## config.mk

```make
export PLATFORM = sky130hd
export DESIGN_NAME = pamn_ctrl
export DESIGN_NICKNAME = d
export VERILOG_FILES = /design/src/pamn_pkg.sv /design/src/pamn_ctrl.sv
export SDC_FILE = /design/constraint.sdc
export NUM_CORES = 1
export LEC_CHECK = 0
export ABC_AREA = 1
export BUFFER_PORTS_ARGS = -buffer_cell sky130_fd_sc_hd__buf_2
export CAP_MARGIN = 20
export CORE_AREA = 3 3 43 45
export DETAILED_ROUTE_END_ITERATION = 7
export DIE_AREA = 0 0 46 48
export GPL_TIMING_DRIVEN = 0
export PLACE_DENSITY_LB_ADDON = 0.15
export SLEW_MARGIN = 5
export SYNTH_ARGS = -nofsm -noshare
export SYNTH_HDL_FRONTEND = slang
export SYNTH_SLANG_ARGS = --single-unit
```

## constraint.sdc

```tcl
create_clock -name clk_i -period 1.05 [get_ports clk_i]
set_input_delay 0.0525 -clock clk_i [delete_from_list [all_inputs] [get_ports clk_i]]
set_output_delay 0.0525 -clock clk_i [all_outputs]
set_load 0.005 [all_outputs]
```

## src/pamn_pkg.sv

```systemverilog
// Shared constants, types and controller-to-datapath signal groups for the
// point attribute min-max normalizer. No dependencies.
package pamn_pkg;

  localparam int unsigned MAX_POINTS = 1024;
  localparam int unsigned IDX_W      = $clog2(MAX_POINTS);
  localparam int unsigned CNT_W      = IDX_W + 1;

  localparam int unsigned IN_DATA_W  = 160;
  localparam int unsigned OUT_DATA_W = 80;
  localparam int unsigned NORM_W     = 17;

  localparam logic [1:0] ACT_CLEAR = 2'd0;
  localparam logic [1:0] ACT_LOAD  = 2'd1;
  localparam logic [1:0] ACT_READ  = 2'd2;

  localparam logic [2:0] REG_EN_LIGHT  = 3'd0;
  localparam logic [2:0] REG_EN_HEALTH = 3'd1;
  localparam logic [2:0] REG_EN_HEIGHT = 3'd2;
  localparam logic [2:0] REG_EN_GEN    = 3'd3;
  localparam logic [2:0] REG_EPSILON   = 3'd4;

  localparam logic [1:0] CH_LIGHT  = 2'd0;
  localparam logic [1:0] CH_HEALTH = 2'd1;
  localparam logic [1:0] CH_HEIGHT = 2'd2;
  localparam logic [1:0] CH_GEN    = 2'd3;

  localparam logic [5:0] HEALTH_STEPS = 6'd32;
  localparam logic [5:0] NORM_STEPS   = 6'd16;

  typedef struct packed {
    logic       capture;
    logic       clear;
    logic       hdiv_start;
    logic       load_commit;
    logic       mem_read;
    logic       norm_start;
    logic       norm_capture;
    logic [1:0] chan;
    logic       publish;
  } pamn_cmd_t;

  typedef struct packed {
    logic div_busy;
    logic out_free;
  } pamn_sts_t;

endpackage

```

## src/pamn_ctrl.sv

```systemverilog
// Sequencing state machine: dispatches each transaction and drives the datapath.
// Depends on pamn_pkg.
module pamn_ctrl (
  input  logic                clk_i,
  input  logic                rst_ni,
  input  logic                in_valid_i,
  output logic                in_ready_o,
  input  logic [1:0]          action_i,
  input  pamn_pkg::pamn_sts_t sts_i,
  output pamn_pkg::pamn_cmd_t cmd_o
);
  import pamn_pkg::*;

  localparam logic [2:0] S_IDLE   = 3'd0;
  localparam logic [2:0] S_DISP   = 3'd1;
  localparam logic [2:0] S_HWAIT  = 3'd2;
  localparam logic [2:0] S_COMMIT = 3'd3;
  localparam logic [2:0] S_NSTART = 3'd4;
  localparam logic [2:0] S_NWAIT  = 3'd5;
  localparam logic [2:0] S_PUB    = 3'd6;

  logic [2:0] state_q, state_d;
  logic [1:0] act_q, act_d, chan_q, chan_d;

  assign in_ready_o = state_q == S_IDLE;

  always_comb begin
    state_d = state_q;
    act_d   = act_q;
    chan_d  = chan_q;
    cmd_o   = '0;
    cmd_o.chan = chan_q;
    case (state_q)
      S_IDLE: begin
        if (in_valid_i) begin
          cmd_o.capture = 1'b1;
          act_d   = action_i;
          state_d = S_DISP;
        end
      end
      S_DISP: begin
        case (act_q)
          ACT_CLEAR: begin
            cmd_o.clear = 1'b1;
            state_d = S_IDLE;
          end
          ACT_LOAD: begin
            cmd_o.hdiv_start = 1'b1;
            state_d = S_HWAIT;
          end
          ACT_READ: begin
            cmd_o.mem_read = 1'b1;
            chan_d  = CH_LIGHT;
            state_d = S_NSTART;
          end
          default: state_d = S_IDLE;
        endcase
      end
      S_HWAIT: begin
        if (!sts_i.div_busy) state_d = S_COMMIT;
      end
      S_COMMIT: begin
        cmd_o.load_commit = 1'b1;
        state_d = S_IDLE;
      end
      S_NSTART: begin
        cmd_o.norm_start = 1'b1;
        state_d = S_NWAIT;
      end
      S_NWAIT: begin
        if (!sts_i.div_busy) begin
          cmd_o.norm_capture = 1'b1;
          if (chan_q == CH_GEN) begin
            state_d = S_PUB;
          end else begin
            chan_d  = chan_q + 2'd1;
            state_d = S_NSTART;
          end
        end
      end
      S_PUB: begin
        if (sts_i.out_free) begin
          cmd_o.publish = 1'b1;
          state_d = S_IDLE;
        end
      end
      default: state_d = S_IDLE;
    endcase
  end

  always_ff @(posedge clk_i or negedge rst_ni) begin
    if (!rst_ni) begin
      state_q <= S_IDLE;
      act_q   <= ACT_CLEAR;
      chan_q  <= CH_LIGHT;
    end else begin
      state_q <= state_d;
      act_q   <= act_d;
      chan_q  <= chan_d;
    end
  end

endmodule

```

======== After elaboration in Yosys (flattened, before gate mapping) ========
Cells that the tools add are included.
storage, ports and cells
  bits in registers ....................... 7
  bits of input ports ..................... 7
  logic and storage cells ................. 49
operators by class
  add/subtract/negate cells ............... 1
  equal/unequal tests ..................... 15
  multiplexer cells ....................... 24
  reductions and logical operators ........ 6
operators with widths
  cell                                                    count
  one-hot mux 3 bit (6 select lines)                      1
  two-way mux 1 bit                                       12
  two-way mux 3 bit                                       4
  two-way mux 2 bit                                       5
  inequality test 2 bit (second input constant)           5
  equality test 3 bit (second input constant)             3
  AND reduction 4 bit                                     2
  equality test 3 x 2 -> 1 bit (second input constant)    2
  one-hot mux 3 bit (2 select lines)                      1
  equality test 2 bit (second input constant)             2
  one-hot mux 2 bit (2 select lines)                      1
  equality test 3 x 1 -> 1 bit (second input constant)    1
  zero test 3 bit                                         1
  adder 2 x 1 -> 2 bit (second input constant)            1
  equality test 2 x 1 -> 1 bit (second input constant)    1
  zero test 2 bit                                         1
  inequality test 2 x 1 -> 1 bit (second input constant)  1
  AND reduction 2 bit                                     1
  nonzero test 2 bit                                      1

======== Depth between registers and ports, before layout ========
  depth in word-level cells ............... 4
  depth in mapped cells ................... 8
  mapped depth without buffers ............ 7

======== Worst setup path after synthesis ========
No wires, ideal clock.
  path kind ............................... register to register
  from .................................... register state_q[2]
  to ...................................... register chan_q[0]
  setup time .............................. 0.117 ns
  arrival time ............................ 0.996 ns
  required time ........................... 0.933 ns
  slack ................................... -0.063 ns
  stages on the path, launching flop included .. 8
  period minus slack after synthesis ...... 1.113 ns
  path through ............................ dfrtp_1 -> buf_2 -> inv_2 -> nand3_2 -> o21ai_2 -> nand2_1 -> nand2_1 -> nand2_1
on the way
  word-level cells in the longest chain between the ends .. 3
  elaborated cells on any way between the ends .. 8
RTL lines
  what                                                                        line             source
  from (decl)                                                                 pamn_ctrl.sv:22  logic [2:0] state_q, state_d;
  from (signal assigned)                                                      pamn_ctrl.sv:97  state_q <= state_d;
  equality test 3 x 1 -> 1 bit / equality test 3 bit (equally long branches)  pamn_ctrl.sv:33  case (state_q)
  inequality test 2 x 1 -> 1 bit (no line), or another cell as far along      n/a
  AND reduction 4 bit (no line)                                               n/a
  to (signal assigned)                                                        pamn_ctrl.sv:99  chan_q <= chan_d;
  to (decl)                                                                   pamn_ctrl.sv:23  logic [1:0] act_q, act_d, chan_q, chan_d;
Parallel ways exist; a longest one is shown, timed or not.
A chain may end at the register's enable or synchronous reset.

==> metrics list <==
* Status: finished with violations
* Violations in the final reports: setup timing
- The floorplan has 14 rows.
* Final setup violation count: 16
* Total negative slack for setup checks: -2.35 ns
* Maximum cell stage delay along the critical path: 0.37 ns
- Of all cell types, the one taking the most synthesized area is dfrtp_1.
- For the worst setup path, the data required time is 1.00 ns.
* Number of detailed-route iterations in the first pass: 4
- The worst pin sits at a relative slew slack of ~85%.
- The floorplan step defined a die boundary enclosing between 0.002 and 0.0025 mm2.
- Yosys warns: 0
* Final critical-path share of the clock period: 120%
- Clock Sink Count: 7
- Final antenna diode count: 0
- Synth top area cells: dfrtp_1 34%, nand2_1 21%, inv_1 5.0%
* Chip Height: 48 um
- Clock H-tree levels: 1
* Count of boundary I/O pins: 18
- The largest individual stage delay along the critical path comes from the cell dfrtp_1.
- Worst-margin pin slew: 0.231 ns
- Placed Instance Area: 646 um2
* Bufs on Longest Clock Path: 2
* Final setup skew: 0.00405 ns
- A synthesized cell averages 6.52 um2.
- Final cell area excluding filler cells: 878 um2
* Number of global-route vias before repair: a little over 500
- Power density cells: 2460 mW/mm2
- Entering global routing, the biggest net connects 8 pins.
* Reg clk slew, reported paths: roughly 0.05 ns
- Number of inserted filler cells in the final layout: approximately 150
- TritonCTS created 3 clock buffers.
* Seq cells post-synth: 7
- The number of pins with negative max-slew slack in the final report came to 0.
- Average wire per standard cell: 10.4 um
* Register area share after synthesis: between 30% and 40%
- The detail route stage leaves a number of antenna-violating nets equal to 0.
- Number of distinct library cells after synthesis: 18
* Arrival time at the worst endpoint: 1.21 ns
- Vias per Instance: 4.58
* Relative area change from synthesis to final layout: 68.3%
- Kind of capture point of the worst setup path: output port
* Element type at the critical path start: flop
* Reported max-cap violation count: 0
- Number of buffers added on ports: 17
- Starting density of the core: roughly 35%
- Category of the critical setup timing path: flop to output port
- After detailed routing, the number of remaining DRC violations is 0.
- All-Layer GR Usage: 13.6%
- Leakage Power: 0.505 nW
* Crit Path Max Fanout: 4
- The final route contains 604 vias.
- Clock insertion delay at the later pin of the skew report: 0.25 ns
- Global routing finished with a remaining overflow of 0.
- The final count of hold timing violations was 0.
- HPWL after detailed placement: 941 um
- From left edge to right edge, the die measures approximately 46 um.
- Min Clock Period, post-route: 1.26 ns
* Placeable core region: between 0.0015 and 0.002 mm2
- Clock tree from TritonCTS: done
- Setup repair after global routing could not meet its margin everywhere.
* DRT iter0 DRCs: 3
* FMAX: 792 MHz
* Post-Synthesis Net Count: 88
- Global-route wire length before repair: 2.11 mm
- CTS Root Buffer Type: clkbuf_4
- Global placement routability congestion: 0.707
* Cell count after synthesis: 80
* Yosys top cell area share: 33.6%
- Nets: 125
- VDD IR max: 1.29 mV
- The mapped netlist covers 522 um2.
- Share of cells above drive strength 1: a little over half
- The number of antenna violations at the first check in global routing came to 0.
* Sum of routed wire length over all layers: about 1.4 mm
* Critical path buffer and inverter count: 5
- Grouping stages by cell kind, the critical path spends the most delay in buffers and inverters.
* Setup slack after layout: -0.213 ns
- The path class of the tightest hold or removal check is input pin to flop.
* Cell-by-cell trace of the critical path: buf_6, inv_8, nand3_4, inv_4, nand3_2, inv_1, buf_2
==> routing by layer <==
metal	up-vias	routed length, um	global-route usage [%]	share of wire, %
li1	319	-	-	-
met1	273	553	15.2	40
met2	12	750	24.5	54
met3	0	75	6.02	5.4
met4	0	0	1.70	0
met5	-	0	0	0
==> stage by stage <==
stage                     cells  setup slack [ns]  hold slack [ns]  power, mW  utilization (%)
after detailed placement    113            -0.109           -0.100       1.40             42.9
after CTS                   127            -0.219          0.00609       1.93             52.8
after global placement      113            -0.109          -0.0991       1.39             42.9
final                       132            -0.213          0.00636       2.16             58.3
after global routing        132            -0.289           0.0182       2.36             58.3
after floorplan              80           -0.0251           -0.243       1.15                -
==> sequential cells by signal, summed over array words and instances (netlist names) <==
name	flops
act_q	2
state_q	3
chan_q	2
==> logic make-up after synthesis <==
kind of cell | Yosys count | synth area share (%)
flip-flops | 7 | 33.6
AO/OA/AOI/OAI | 4 | 5.27
adder cells (fa/ha/maj) | 1 | 2.40
AND/OR/NAND/NOR | 52 | 45.3
buffers and inverters | 16 | 13.4
==> where the power goes <==
part / internal [mW] / total (mW) / leakage, nW / switching (mW)
clock: 0.145 / 0.246 / 0.0150 / 0.101
sequential: 0.375 / 0.518 / 0.0897 / 0.143
combinational: 0.672 / 1.39 / 0.400 / 0.721
==> worst register-to-register path, cell delays in order, from the launching register on <==
cell and delay (ns):
dfrtp_1 0.37, buf_6 0.14, inv_8 0.07, nand3_4 0.09, buf_4 0.16, o21ai_4 0.14
nand2_2 0.07, nand2_1 0.06, nand2_1 0.04
==> cells in the mapped netlist <==
master	instances
a21oi_1	1
inv_1	7
nand3_2	2
ha_1	1
nor2_1	7
buf_2	1
o21ai_1	1
buf_6	1
nor3_1	2
nand2_1	29
o21ai_2	2
dfrtp_1	7
clkinv_2	1
inv_2	6
nor2_2	2
nand3_1	5
nand3b_1	2
nand4_1	3
==> cell type report <==
class	instances	area (um2)	share of cell area, %
inverters	14	68.8	7.83
multi-input cells	57	347	39.5
clock buffers	4	26.3	2.99
plain buffers	2	22.5	2.56
flip-flops and latches	7	176	20.1
well taps	16	20.0	2.28
repair buffers	32	218	24.8
==> repair_timing <==
item,in CTS,in global routing
hold endpoints to repair,8,0
setup endpoints to repair,16,16
setup buffers,8,5
hold buffers,2,0
resized for setup,13,14
pin swaps,9,9
==> cell usage in the layout, fill, tap and decap left out, types with 3 or more instances in the layout <==
cell      synthesis  routed
dfrtp_1           7       6
buf_2             1      17
buf_6             1       6
nand3_1           5       3
nand2_1          29      22
nand2_2           0       7
clkbuf_4          0       3
buf_4             0       9
inv_1             7       5
nor2_1            7       5
nand4_1           3       3
inv_2             6       5
==> path summary, 6_finish.rpt <==
path                            slack (ns)                   start                      to  cells past startpoint
worst max-delay path                 -0.21  state_q[1]$_DFFE_PN0P_                cmd_o[5]                      7
worst min-delay path                 0.006             action_i[0]    act_q[0]$_DFFE_PN0P_                      3
worst max register to register       -0.20  state_q[1]$_DFFE_PN0P_   chan_q[1]$_DFFE_PN0P_                      8
worst min register to register        0.50   chan_q[1]$_DFFE_PN0P_   chan_q[1]$_DFFE_PN0P_                      2
max in group asynchronous             0.71                  rst_ni  state_q[0]$_DFFE_PN0P_                      2
min in group asynchronous             0.17                  rst_ni    act_q[0]$_DFFE_PN0P_                      2
Power figures use the tool's default switching activity.
